==> config.mk <==
export PLATFORM = sky130hd
export DESIGN_NAME = touch_gate_and_backlight_sleep
export DESIGN_NICKNAME = d
export VERILOG_FILES = /design/src/sv/tgbs_pkg.sv /design/src/sv/tgbs_touch.sv /design/src/sv/touch_gate_and_backlight_sleep.sv
export VERILOG_INCLUDE_DIRS = /design/src /design/src/sv
export SDC_FILE = /design/constraint.sdc
export NUM_CORES = 2
export LEC_CHECK = 0
export ABC_AREA = 1
export BUFFER_PORTS_ARGS = -buffer_cell sky130_fd_sc_hd__buf_4
export CAP_MARGIN = 10
export CORE_ASPECT_RATIO = 0.75
export CORE_MARGIN = 5
export CORE_UTILIZATION = 57
export CTS_CLUSTER_SIZE = 24
export DETAILED_ROUTE_END_ITERATION = 12
export PLACE_DENSITY = 0.77
export SLEW_MARGIN = 20
export SYNTH_ARGS = -nofsm -noshare
export SYNTH_HDL_FRONTEND = slang
export SYNTH_HIERARCHICAL = 1
export SYNTH_SLANG_ARGS = --single-unit
==> constraint.sdc <==
create_clock -name clk_i -period 8.1 [get_ports clk_i]
set_input_delay 0.81 -clock clk_i [delete_from_list [all_inputs] [get_ports clk_i]]
set_output_delay 0.81 -clock clk_i [all_outputs]
set_load 0.01 [all_outputs]
==> src/sv/touch_gate_and_backlight_sleep_defines.svh <==
// assertion macros for the touch gate and backlight sleep block
// expects clk_i and rst_ni in the scope where a macro is used
`ifndef TOUCH_GATE_AND_BACKLIGHT_SLEEP_DEFINES_SVH
`define TOUCH_GATE_AND_BACKLIGHT_SLEEP_DEFINES_SVH

// property that holds at every clock edge out of reset
`define TGBS_ASSERT(label, prop, msg) \
  label: assert property (@(posedge clk_i) disable iff (!rst_ni) (prop)) else $error(msg);

// same-cycle implication
`define TGBS_ASSERT_IMP(label, ante, cons, msg) \
  label: assert property (@(posedge clk_i) disable iff (!rst_ni) (ante) |-> (cons)) \
    else $error(msg);

// next-cycle implication
`define TGBS_ASSERT_NEXT(label, ante, cons, msg) \
  label: assert property (@(posedge clk_i) disable iff (!rst_ni) (ante) |=> (cons)) \
    else $error(msg);

`endif

==> src/sv/tgbs_pkg.sv <==
// types, codes and constants of the touch gate and backlight sleep block
// no dependencies; imported by tgbs_touch and the top level
package tgbs_pkg;

  // field widths
  localparam int unsigned CoordW   = 10;
  localparam int unsigned TimeW    = 32;
  localparam int unsigned PctW     = 7;
  localparam int unsigned PwmW     = 8;
  localparam int unsigned TimeoutW = 16;
  localparam int unsigned CfgDataW = 16;
  localparam int unsigned CfgAddrW = 1;

  // default playback lengths
  localparam int unsigned DefSwipeSteps = 12;
  localparam int unsigned DefTapReads   = 3;

  // backlight and timing constants
  localparam logic [PctW-1:0]  MaxPercent   = 7'd100;
  localparam logic [PctW-1:0]  DimFallback  = 7'd5;
  localparam logic [TimeW-1:0] WakeWindowMs = 32'd1000;
  localparam int unsigned      MsPerSec     = 1000;
  localparam int unsigned      DarkDelayS   = 5;

  // pct * 255 / 100 as a multiply by a scaled reciprocal, exact for pct <= 100
  localparam int unsigned PwmShift = 21;
  localparam int unsigned PwmRecip = 5347860;

  // register indexes
  localparam logic [CfgAddrW-1:0] CfgIdleTimeout  = 1'b0;
  localparam logic [CfgAddrW-1:0] CfgAwakePercent = 1'b1;

  typedef enum logic [1:0] {
    CmdPoll  = 2'd0,
    CmdTap   = 2'd1,
    CmdSwipe = 2'd2,
    CmdTick  = 2'd3
  } cmd_e;

  typedef struct packed {
    cmd_e              cmd;
    logic [TimeW-1:0]  now_ms;
    logic              panel_down;
    logic [CoordW-1:0] panel_x;
    logic [CoordW-1:0] panel_y;
    logic [CoordW-1:0] x_start;
    logic [CoordW-1:0] y_start;
    logic [CoordW-1:0] x_end;
    logic [CoordW-1:0] y_end;
  } in_item_t;

  typedef struct packed {
    logic              pressed;
    logic [CoordW-1:0] point_x;
    logic [CoordW-1:0] point_y;
    logic              is_asleep;
    logic [PctW-1:0]   backlight_level;
    logic [PwmW-1:0]   pwm_level;
  } out_item_t;

  // touch seen by one poll, real or played back
  typedef struct packed {
    logic              down;
    logic [CoordW-1:0] x;
    logic [CoordW-1:0] y;
  } touch_t;

  // brightness drive from backlight percent
  function automatic logic [PwmW-1:0] pwm_of(logic [PctW-1:0] pct);
    logic [29:0] prod;
    prod = 30'(pct) * 30'(PwmRecip);
    return prod[PwmShift +: PwmW];
  endfunction

endpackage

==> src/sv/tgbs_touch.sv <==
// touch gate: injected tap and swipe playback merged with the panel touch
// depends on tgbs_pkg
module tgbs_touch import tgbs_pkg::*; #(
  parameter int unsigned SwipeSteps = DefSwipeSteps,
  parameter int unsigned TapReads   = DefTapReads
) (
  input  logic     clk_i,
  input  logic     rst_ni,
  input  logic     step_i,
  input  in_item_t item_i,
  output touch_t   touch_o
);

  localparam int unsigned SwipeW   = $clog2(SwipeSteps + 1);
  localparam int unsigned TapW     = $clog2(TapReads + 1);
  localparam int unsigned AccW     = CoordW + $clog2(SwipeSteps);
  localparam int unsigned RecipK   = AccW + 4;
  localparam int unsigned ProdW    = AccW + RecipK;
  localparam longint unsigned RecipVal =
    ((64'd1 << RecipK) + SwipeSteps - 1) / SwipeSteps;

  logic [CoordW-1:0] start_x_q, start_x_d, start_y_q, start_y_d;
  logic [CoordW-1:0] end_x_q, end_x_d, end_y_q, end_y_d;
  logic [TapW-1:0]   tap_left_q, tap_left_d;
  logic [SwipeW-1:0] swipe_left_q, swipe_left_d;
  logic [AccW-1:0]   acc_x_q, acc_x_d, acc_y_q, acc_y_d;
  logic [CoordW-1:0] mag_x, mag_y;

  // distance between the swipe ends
  function automatic logic [CoordW-1:0] mag_of(logic [CoordW-1:0] from,
                                               logic [CoordW-1:0] to);
    if (to < from) begin
      return from - to;
    end
    return to - from;
  endfunction

  // from + (to - from) * i / steps, truncated toward zero; acc holds |to - from| * i
  function automatic logic [CoordW-1:0] walk_pt(logic [CoordW-1:0] from,
                                                logic [CoordW-1:0] to,
                                                logic [AccW-1:0]   acc);
    logic [ProdW-1:0]  prod;
    logic [CoordW-1:0] quo;
    prod = ProdW'(acc) * ProdW'(RecipVal);
    quo  = prod[RecipK +: CoordW];
    if (to < from) begin
      return from - quo;
    end
    return from + quo;
  endfunction

  assign mag_x = mag_of(start_x_q, end_x_q);
  assign mag_y = mag_of(start_y_q, end_y_q);

  // playback selection and injection bookkeeping
  always_comb begin
    start_x_d    = start_x_q;
    start_y_d    = start_y_q;
    end_x_d      = end_x_q;
    end_y_d      = end_y_q;
    tap_left_d   = tap_left_q;
    swipe_left_d = swipe_left_q;
    acc_x_d      = acc_x_q;
    acc_y_d      = acc_y_q;
    touch_o      = '{down: 1'b0, x: item_i.panel_x, y: item_i.panel_y};
    unique case (item_i.cmd)
      CmdPoll: begin
        priority if (item_i.panel_down) begin
          touch_o.down = 1'b1;
        end else if (swipe_left_q != '0) begin
          touch_o.down = 1'b1;
          touch_o.x    = walk_pt(start_x_q, end_x_q, acc_x_q);
          touch_o.y    = walk_pt(start_y_q, end_y_q, acc_y_q);
          swipe_left_d = swipe_left_q - SwipeW'(1);
          acc_x_d      = acc_x_q + AccW'(mag_x);
          acc_y_d      = acc_y_q + AccW'(mag_y);
        end else if (tap_left_q != '0) begin
          touch_o.down = 1'b1;
          touch_o.x    = start_x_q;
          touch_o.y    = start_y_q;
          tap_left_d   = tap_left_q - TapW'(1);
        end
      end
      CmdTap: begin
        start_x_d    = item_i.x_start;
        start_y_d    = item_i.y_start;
        swipe_left_d = '0;
        tap_left_d   = TapW'(TapReads);
      end
      CmdSwipe: begin
        start_x_d    = item_i.x_start;
        start_y_d    = item_i.y_start;
        end_x_d      = item_i.x_end;
        end_y_d      = item_i.y_end;
        tap_left_d   = '0;
        swipe_left_d = SwipeW'(SwipeSteps);
        acc_x_d      = '0;
        acc_y_d      = '0;
      end
      CmdTick: begin
      end
    endcase
  end

  // playback state
  always_ff @(posedge clk_i or negedge rst_ni) begin
    if (!rst_ni) begin
      start_x_q    <= '0;
      start_y_q    <= '0;
      end_x_q      <= '0;
      end_y_q      <= '0;
      tap_left_q   <= '0;
      swipe_left_q <= '0;
      acc_x_q      <= '0;
      acc_y_q      <= '0;
    end else if (step_i) begin
      start_x_q    <= start_x_d;
      start_y_q    <= start_y_d;
      end_x_q      <= end_x_d;
      end_y_q      <= end_y_d;
      tap_left_q   <= tap_left_d;
      swipe_left_q <= swipe_left_d;
      acc_x_q      <= acc_x_d;
      acc_y_q      <= acc_y_d;
    end
  end

endmodule

==> src/sv/touch_gate_and_backlight_sleep.sv <==
// top level: input register, touch gate, sleep and backlight control, result register
// depends on tgbs_pkg, tgbs_touch and touch_gate_and_backlight_sleep_defines.svh
//
//   channel | signals                           | transfer
//   --------+-----------------------------------+------------------------------
//   input   | in_valid_i  in_ready_o  in_data_i | in_valid_i and in_ready_o
//   output  | out_valid_o out_ready_i out_data_o| out_valid_o and out_ready_i
//   config  | cfg_we_i cfg_addr_i cfg_wdata_i   | cfg_we_i, no wait
//
// one item per cycle while the output is not stalled; an item passes through the input register
// and then the result register, and its result is offered from the result register
// all state updates for an item happen in the single cycle it leaves the input register
// a stalled output holds the result register and then the input register, no item is lost
// reset clears control and sleep state; no clearing pass, items are taken right after reset
`include "touch_gate_and_backlight_sleep_defines.svh"

module touch_gate_and_backlight_sleep import tgbs_pkg::*; #(
  parameter int unsigned SwipeSteps = DefSwipeSteps,
  parameter int unsigned TapReads   = DefTapReads
) (
  input  logic                clk_i,
  input  logic                rst_ni,
  input  logic                cfg_we_i,
  input  logic [CfgAddrW-1:0] cfg_addr_i,
  input  logic [CfgDataW-1:0] cfg_wdata_i,
  input  logic                in_valid_i,
  output logic                in_ready_o,
  input  in_item_t            in_data_i,
  output logic                out_valid_o,
  input  logic                out_ready_i,
  output out_item_t           out_data_o
);

  localparam int unsigned DimMsW  = TimeoutW + $clog2(MsPerSec);
  localparam int unsigned DarkMsW = DimMsW + 1;

  in_item_t  s1_q;
  logic      s1_valid_q;
  out_item_t out_q, out_d;
  logic      out_valid_q;
  logic      adv;
  touch_t    touch;

  logic [TimeoutW-1:0] timeout_q;
  logic [PctW-1:0]     awake_q;
  logic [DimMsW-1:0]   dim_ms_q;
  logic [DarkMsW-1:0]  dark_ms_q;

  logic [TimeW-1:0] last_q, last_d;
  logic             tv_q, tv_d;
  logic             sleeping_q, sleeping_d;
  logic [PctW-1:0]  pct_q, pct_d;
  logic [TimeW-1:0] last_eff, elapsed;
  logic [PctW-1:0]  awake_lvl, dim_lvl;

  // pipeline handshake
  assign adv        = s1_valid_q && (!out_valid_q || out_ready_i);
  assign in_ready_o = !s1_valid_q || adv;

  always_ff @(posedge clk_i or negedge rst_ni) begin
    if (!rst_ni) begin
      s1_valid_q  <= 1'b0;
      out_valid_q <= 1'b0;
    end else begin
      if (in_ready_o) begin
        s1_valid_q <= in_valid_i;
      end
      if (adv) begin
        out_valid_q <= 1'b1;
      end else if (out_ready_i) begin
        out_valid_q <= 1'b0;
      end
    end
  end

  // input and result payload
  always_ff @(posedge clk_i) begin
    if (in_valid_i && in_ready_o) begin
      s1_q <= in_data_i;
    end
    if (adv) begin
      out_q <= out_d;
    end
  end

  // configuration, thresholds in ms computed at write time
  always_ff @(posedge clk_i or negedge rst_ni) begin
    if (!rst_ni) begin
      timeout_q <= '0;
      awake_q   <= MaxPercent;
      dim_ms_q  <= '0;
      dark_ms_q <= DarkMsW'(DarkDelayS * MsPerSec);
    end else if (cfg_we_i) begin
      unique case (cfg_addr_i)
        CfgIdleTimeout: begin
          timeout_q <= cfg_wdata_i[TimeoutW-1:0];
          dim_ms_q  <= DimMsW'(cfg_wdata_i[TimeoutW-1:0]) * DimMsW'(MsPerSec);
          dark_ms_q <= DarkMsW'(DarkMsW'(cfg_wdata_i[TimeoutW-1:0]) + DarkMsW'(DarkDelayS))
                       * DarkMsW'(MsPerSec);
        end
        CfgAwakePercent: begin
          awake_q <= cfg_wdata_i[PctW-1:0];
        end
      endcase
    end
  end

  // touch gate and playback
  tgbs_touch #(
    .SwipeSteps(SwipeSteps),
    .TapReads  (TapReads)
  ) u_touch (
    .clk_i  (clk_i),
    .rst_ni (rst_ni),
    .step_i (adv),
    .item_i (s1_q),
    .touch_o(touch)
  );

  // backlight levels
  assign awake_lvl = (awake_q > MaxPercent) ? MaxPercent : awake_q;
  assign dim_lvl   = (awake_q[PctW-1:2] == '0) ? DimFallback : PctW'(awake_q[PctW-1:2]);

  // last touch stamp and sleep control
  always_comb begin
    last_d     = last_q;
    tv_d       = tv_q;
    sleeping_d = sleeping_q;
    pct_d      = pct_q;
    last_eff   = tv_q ? last_q : s1_q.now_ms;
    elapsed    = s1_q.now_ms - last_eff;
    unique case (s1_q.cmd)
      CmdPoll: begin
        if (touch.down) begin
          last_d = s1_q.now_ms;
          tv_d   = 1'b1;
        end
      end
      CmdTick: begin
        if (!tv_q) begin
          last_d = s1_q.now_ms;
          tv_d   = 1'b1;
        end
        priority if (timeout_q == '0) begin
          if (sleeping_q) begin
            sleeping_d = 1'b0;
            pct_d      = awake_lvl;
          end
        end else if (sleeping_q) begin
          if (elapsed < WakeWindowMs) begin
            sleeping_d = 1'b0;
            pct_d      = awake_lvl;
          end
        end else if (elapsed >= TimeW'(dark_ms_q)) begin
          sleeping_d = 1'b1;
          pct_d      = '0;
        end else if (elapsed >= TimeW'(dim_ms_q)) begin
          pct_d = dim_lvl;
        end else if (pct_q != awake_q) begin
          pct_d = awake_lvl;
        end
      end
      CmdTap, CmdSwipe: begin
      end
    endcase
  end

  always_ff @(posedge clk_i or negedge rst_ni) begin
    if (!rst_ni) begin
      last_q     <= '0;
      tv_q       <= 1'b0;
      sleeping_q <= 1'b0;
      pct_q      <= MaxPercent;
    end else if (adv) begin
      last_q     <= last_d;
      tv_q       <= tv_d;
      sleeping_q <= sleeping_d;
      pct_q      <= pct_d;
    end
  end

  // result assembly
  always_comb begin
    out_d.pressed         = (s1_q.cmd == CmdPoll) && touch.down && !sleeping_q;
    out_d.point_x         = out_d.pressed ? touch.x : '0;
    out_d.point_y         = out_d.pressed ? touch.y : '0;
    out_d.is_asleep       = sleeping_d;
    out_d.backlight_level = pct_d;
    out_d.pwm_level       = pwm_of(pct_d);
  end

  assign out_valid_o = out_valid_q;
  assign out_data_o  = out_q;

  // checks
  `TGBS_ASSERT(PctInRange_A, pct_q <= MaxPercent, "backlight percent above full scale")
  `TGBS_ASSERT_IMP(AsleepIsDark_A, sleeping_q, pct_q == '0, "asleep with backlight on")
  `TGBS_ASSERT_IMP(PressedAwake_A, out_valid_o && out_data_o.pressed, !out_data_o.is_asleep, "press reported while asleep")
  `TGBS_ASSERT_NEXT(AdvFills_A, adv, out_valid_q, "processed item did not reach the result register")

endmodule
==> results.txt <==
Critical path endpoint - out_data_o[34]
Slew Limit Fails - 0
Routability Congestion - 1.002
Num Clock Sinks - 317
Die area - 67170 µm²
R2r setup slk - 390 ps
# hold bufs at CTS - 0
Io pins - 156
Avg Inst Size Synth - 7.841 µm²
First-pass GRT wire length - 147.9 mm
Final hold slack - 348.2 ps
Fin area - 38960 µm²
FP Rows - 79
Starting Density - 0.5724
WP data required - 8400 ps
Synth unique cells - 65
Status - finished clean
Setup crit start kind - flip-flop
Highest clock rate - 129.8 MHz
Worst r2r path cells - 36
Setup Viol. Count Final - 0
Area after DPL - 37570 µm²
Critical Path Start - u_touch/acc_x_q[1]
Hold Path Class - input pin to async pin
Die H - 225.7 µm
Synthesis warning total - 6
Clock skew - 35.71 ps
EDFF count, synth - 132
Gr ovfl total - 0
Worst-Margin Slew - 901.5 ps
Nets - 5542
Initial antenna violation count - 2
Max FO, Critical Path - 7
Critical path's slowest cell - fa_1
Synth Instances - 4510
H-tree Lvls - 2
Final antenna-violating net count - 0
Port-buffer cells - 155
TritonCTS Buffers - 36
DRT Wirelength - 91.41 mm
Levels on crit path - 36
Data arrival, critical path - 8000 ps
Largest net degree at the start of global routing - 96
Post-DP HPWL - 74.76 mm
CP Capture Type - flip-flop
Delay-heaviest family, CP - adder cells
Minimum clock period - 7705 ps
Final Non-Filler Cells - 5513
Top cell by count, worst path - nand2_1
Total GRT Usage - 0.2703
Cells after DPL - 5445
DR DRC count - 0
Drt first pass iters - 6
Root Buffer - clkbuf_16
Async S/R FF share, synth - 0.5836
Worst-path clk slew - 60 ps
Kind of critical path - flip-flop to flip-flop
Post-place setup slack - 215.2 ps
Maxcap violations - 0
Final Worst Setup Slack - 394.5 ps
R2r startpoint - u_touch/acc_x_q[1]
Flops & latches, synth - 317
Initial DRC Count - 2691
TritonCTS clock tree - done
Hold Vio Cnt, Final - 0
Share of layout cells above drive strength 1 - 0.08890
Reg2Reg Capture Point - out_data_o[34]
CP Buf/Inv Count - 5
Vias in the first global route - 27910
Core area - 61780 µm²
Longest Clk Path Bufs - 3
Clock Latency Late Sink - 570 ps
Vias - 29910
Vias/cell - 5.426
Seq/Total Area, Yosys - 0.2434
Die Span X - 297.6 µm
Cell Area, Synth - 35360 µm²
Mapped Nets - 5377
WL per Instance - 16.58 µm
Worst slew margin - 0.3927
Max incr delay on CP - 540 ps
Layout area overhead - 10.17%
Top FF cell, synth - dfrtp_1
Share of the clock period used by the worst path - 0.9513
-- sequential cells by signal, summed over array words and instances (netlist names), 14 cells and up --
name,flops
out_data_o,37
u_touch/acc_x_q,14
dark_ms_q,24
s1_q,95
last_q,32
timeout_q,16
dim_ms_q,21
u_touch/acc_y_q,14
-- worst register-to-register path, delay by kind of cell (launching register included) --
kind | cells | cell delay, ps
DFF | 1 | 500
buffers and inverters | 5 | 340
and+or+nand+nor | 17 | 1650
AOI/OAI and AO/OA | 5 | 940
adders and majority gates | 9 | 4000
-- worst min path at each step --
stage                     to  slack, ps  cells after the start
6_report         out_valid_o        350                      1
5_1_grt             s1_q[78]        390                      1
3_5_place_dp   timeout_q[11]        460                      2
4_1_cts          out_valid_o        370                      1
3_3_place_gp    timeout_q[7]        450                      2
2_1_floorplan   timeout_q[7]        430                      2
-- cells by family after synthesis --
family                     synth area share
xor gates and xnor gates            0.02848
AOI/OAI and AO/OA                    0.1064
buffers and inverters                0.1091
and+or+nand+nor                      0.1935
adders and majority gates            0.3174
DFF                                  0.2434
muxes                              0.001804
-- cell type report --
cell class	instances	area [µm²]
antenna	1	2.502
inverter	962	3613
clock buffer	45	954.7
sequential	317	8608
tap	810	1013
multi-input combinational	3171	23020
fill	5349	22820
timing repair buffer	187	1435
clock inverter	20	306.5
-- layout by cell type (no fill, tap or decap), types with 40 or more instances in the layout --
| cell type | netlist | routed |
|---|---|---|
| buf_4 | 1 | 184 |
| ha_1 | 505 | 502 |
| fa_1 | 245 | 245 |
| dfrtp_1 | 174 | 173 |
| xor2_1 | 76 | 76 |
| a21oi_1 | 239 | 234 |
| nor2_1 | 271 | 264 |
| o21ai_0 | 238 | 226 |
| inv_1 | 934 | 930 |
| nand3_1 | 132 | 131 |
| edfxtp_1 | 132 | 132 |
| o211ai_1 | 40 | 40 |
| nand2_1 | 1050 | 1046 |
-- per-layer routing --
layer / part of all wire / vias to the layer above / wire length (µm) / global-route usage
li1: - / 14710 / - / -
met1: 0.49 / 13980 / 44440 / 0.4209
met2: 0.40 / 1113 / 36690 / 0.3866
met3: 0.095 / 111 / 8696 / 0.06343
met4: 0.017 / 2 / 1572 / 0.05013
met5: 0.00012 / - / 11 / 0
-- synth_stat cells, types with 9 or more instances --
master	n	share of area
nand2_1	1050	0.11
inv_1	934	0.099
ha_1	505	0.18
nor2_1	271	0.029
fa_1	245	0.14
a21oi_1	239	0.034
o21ai_0	238	0.034
dfrtp_1	174	0.12
edfxtp_1	132	0.11
nand3_1	132	0.019
xor2_1	76	0.019
clkbuf_1	52	0.0055
o211ai_1	40	0.0085
xnor2_1	39	0.0097
nand4_1	35	0.0062
nor3_1	32	0.0045
nand2_2	29	0.0051
nor2_2	26	0.0046
inv_2	24	0.0025
a31oi_1	22	0.0039
o22ai_1	20	0.0035
o21bai_1	14	0.0030
or2_2	14	0.0025
a22oi_1	12	0.0025
dfstp_2	11	0.0082
o21ai_1	11	0.0016
a221oi_1	10	0.0025
nand3_2	9	0.0025
-- through the flow --
stage | setup TNS (ps) | utilization
6_report | 0 | 0.6306
4_1_cts | 0 | 0.6286
3_3_place_gp | 0 | 0.6082
5_1_grt | -69.21 | 0.6306
3_5_place_dp | 0 | 0.6082
2_1_floorplan | 0 | -
-- what timing repair did --
action | in CTS | in global routing
setup endpoints to repair | 0 | 10
setup buffers | 0 | 2
resized for setup | 0 | 42
Power is left out: the tool's default activity adds up to more than one toggle a clock period on the data nets, which glitch-free logic cannot reach.
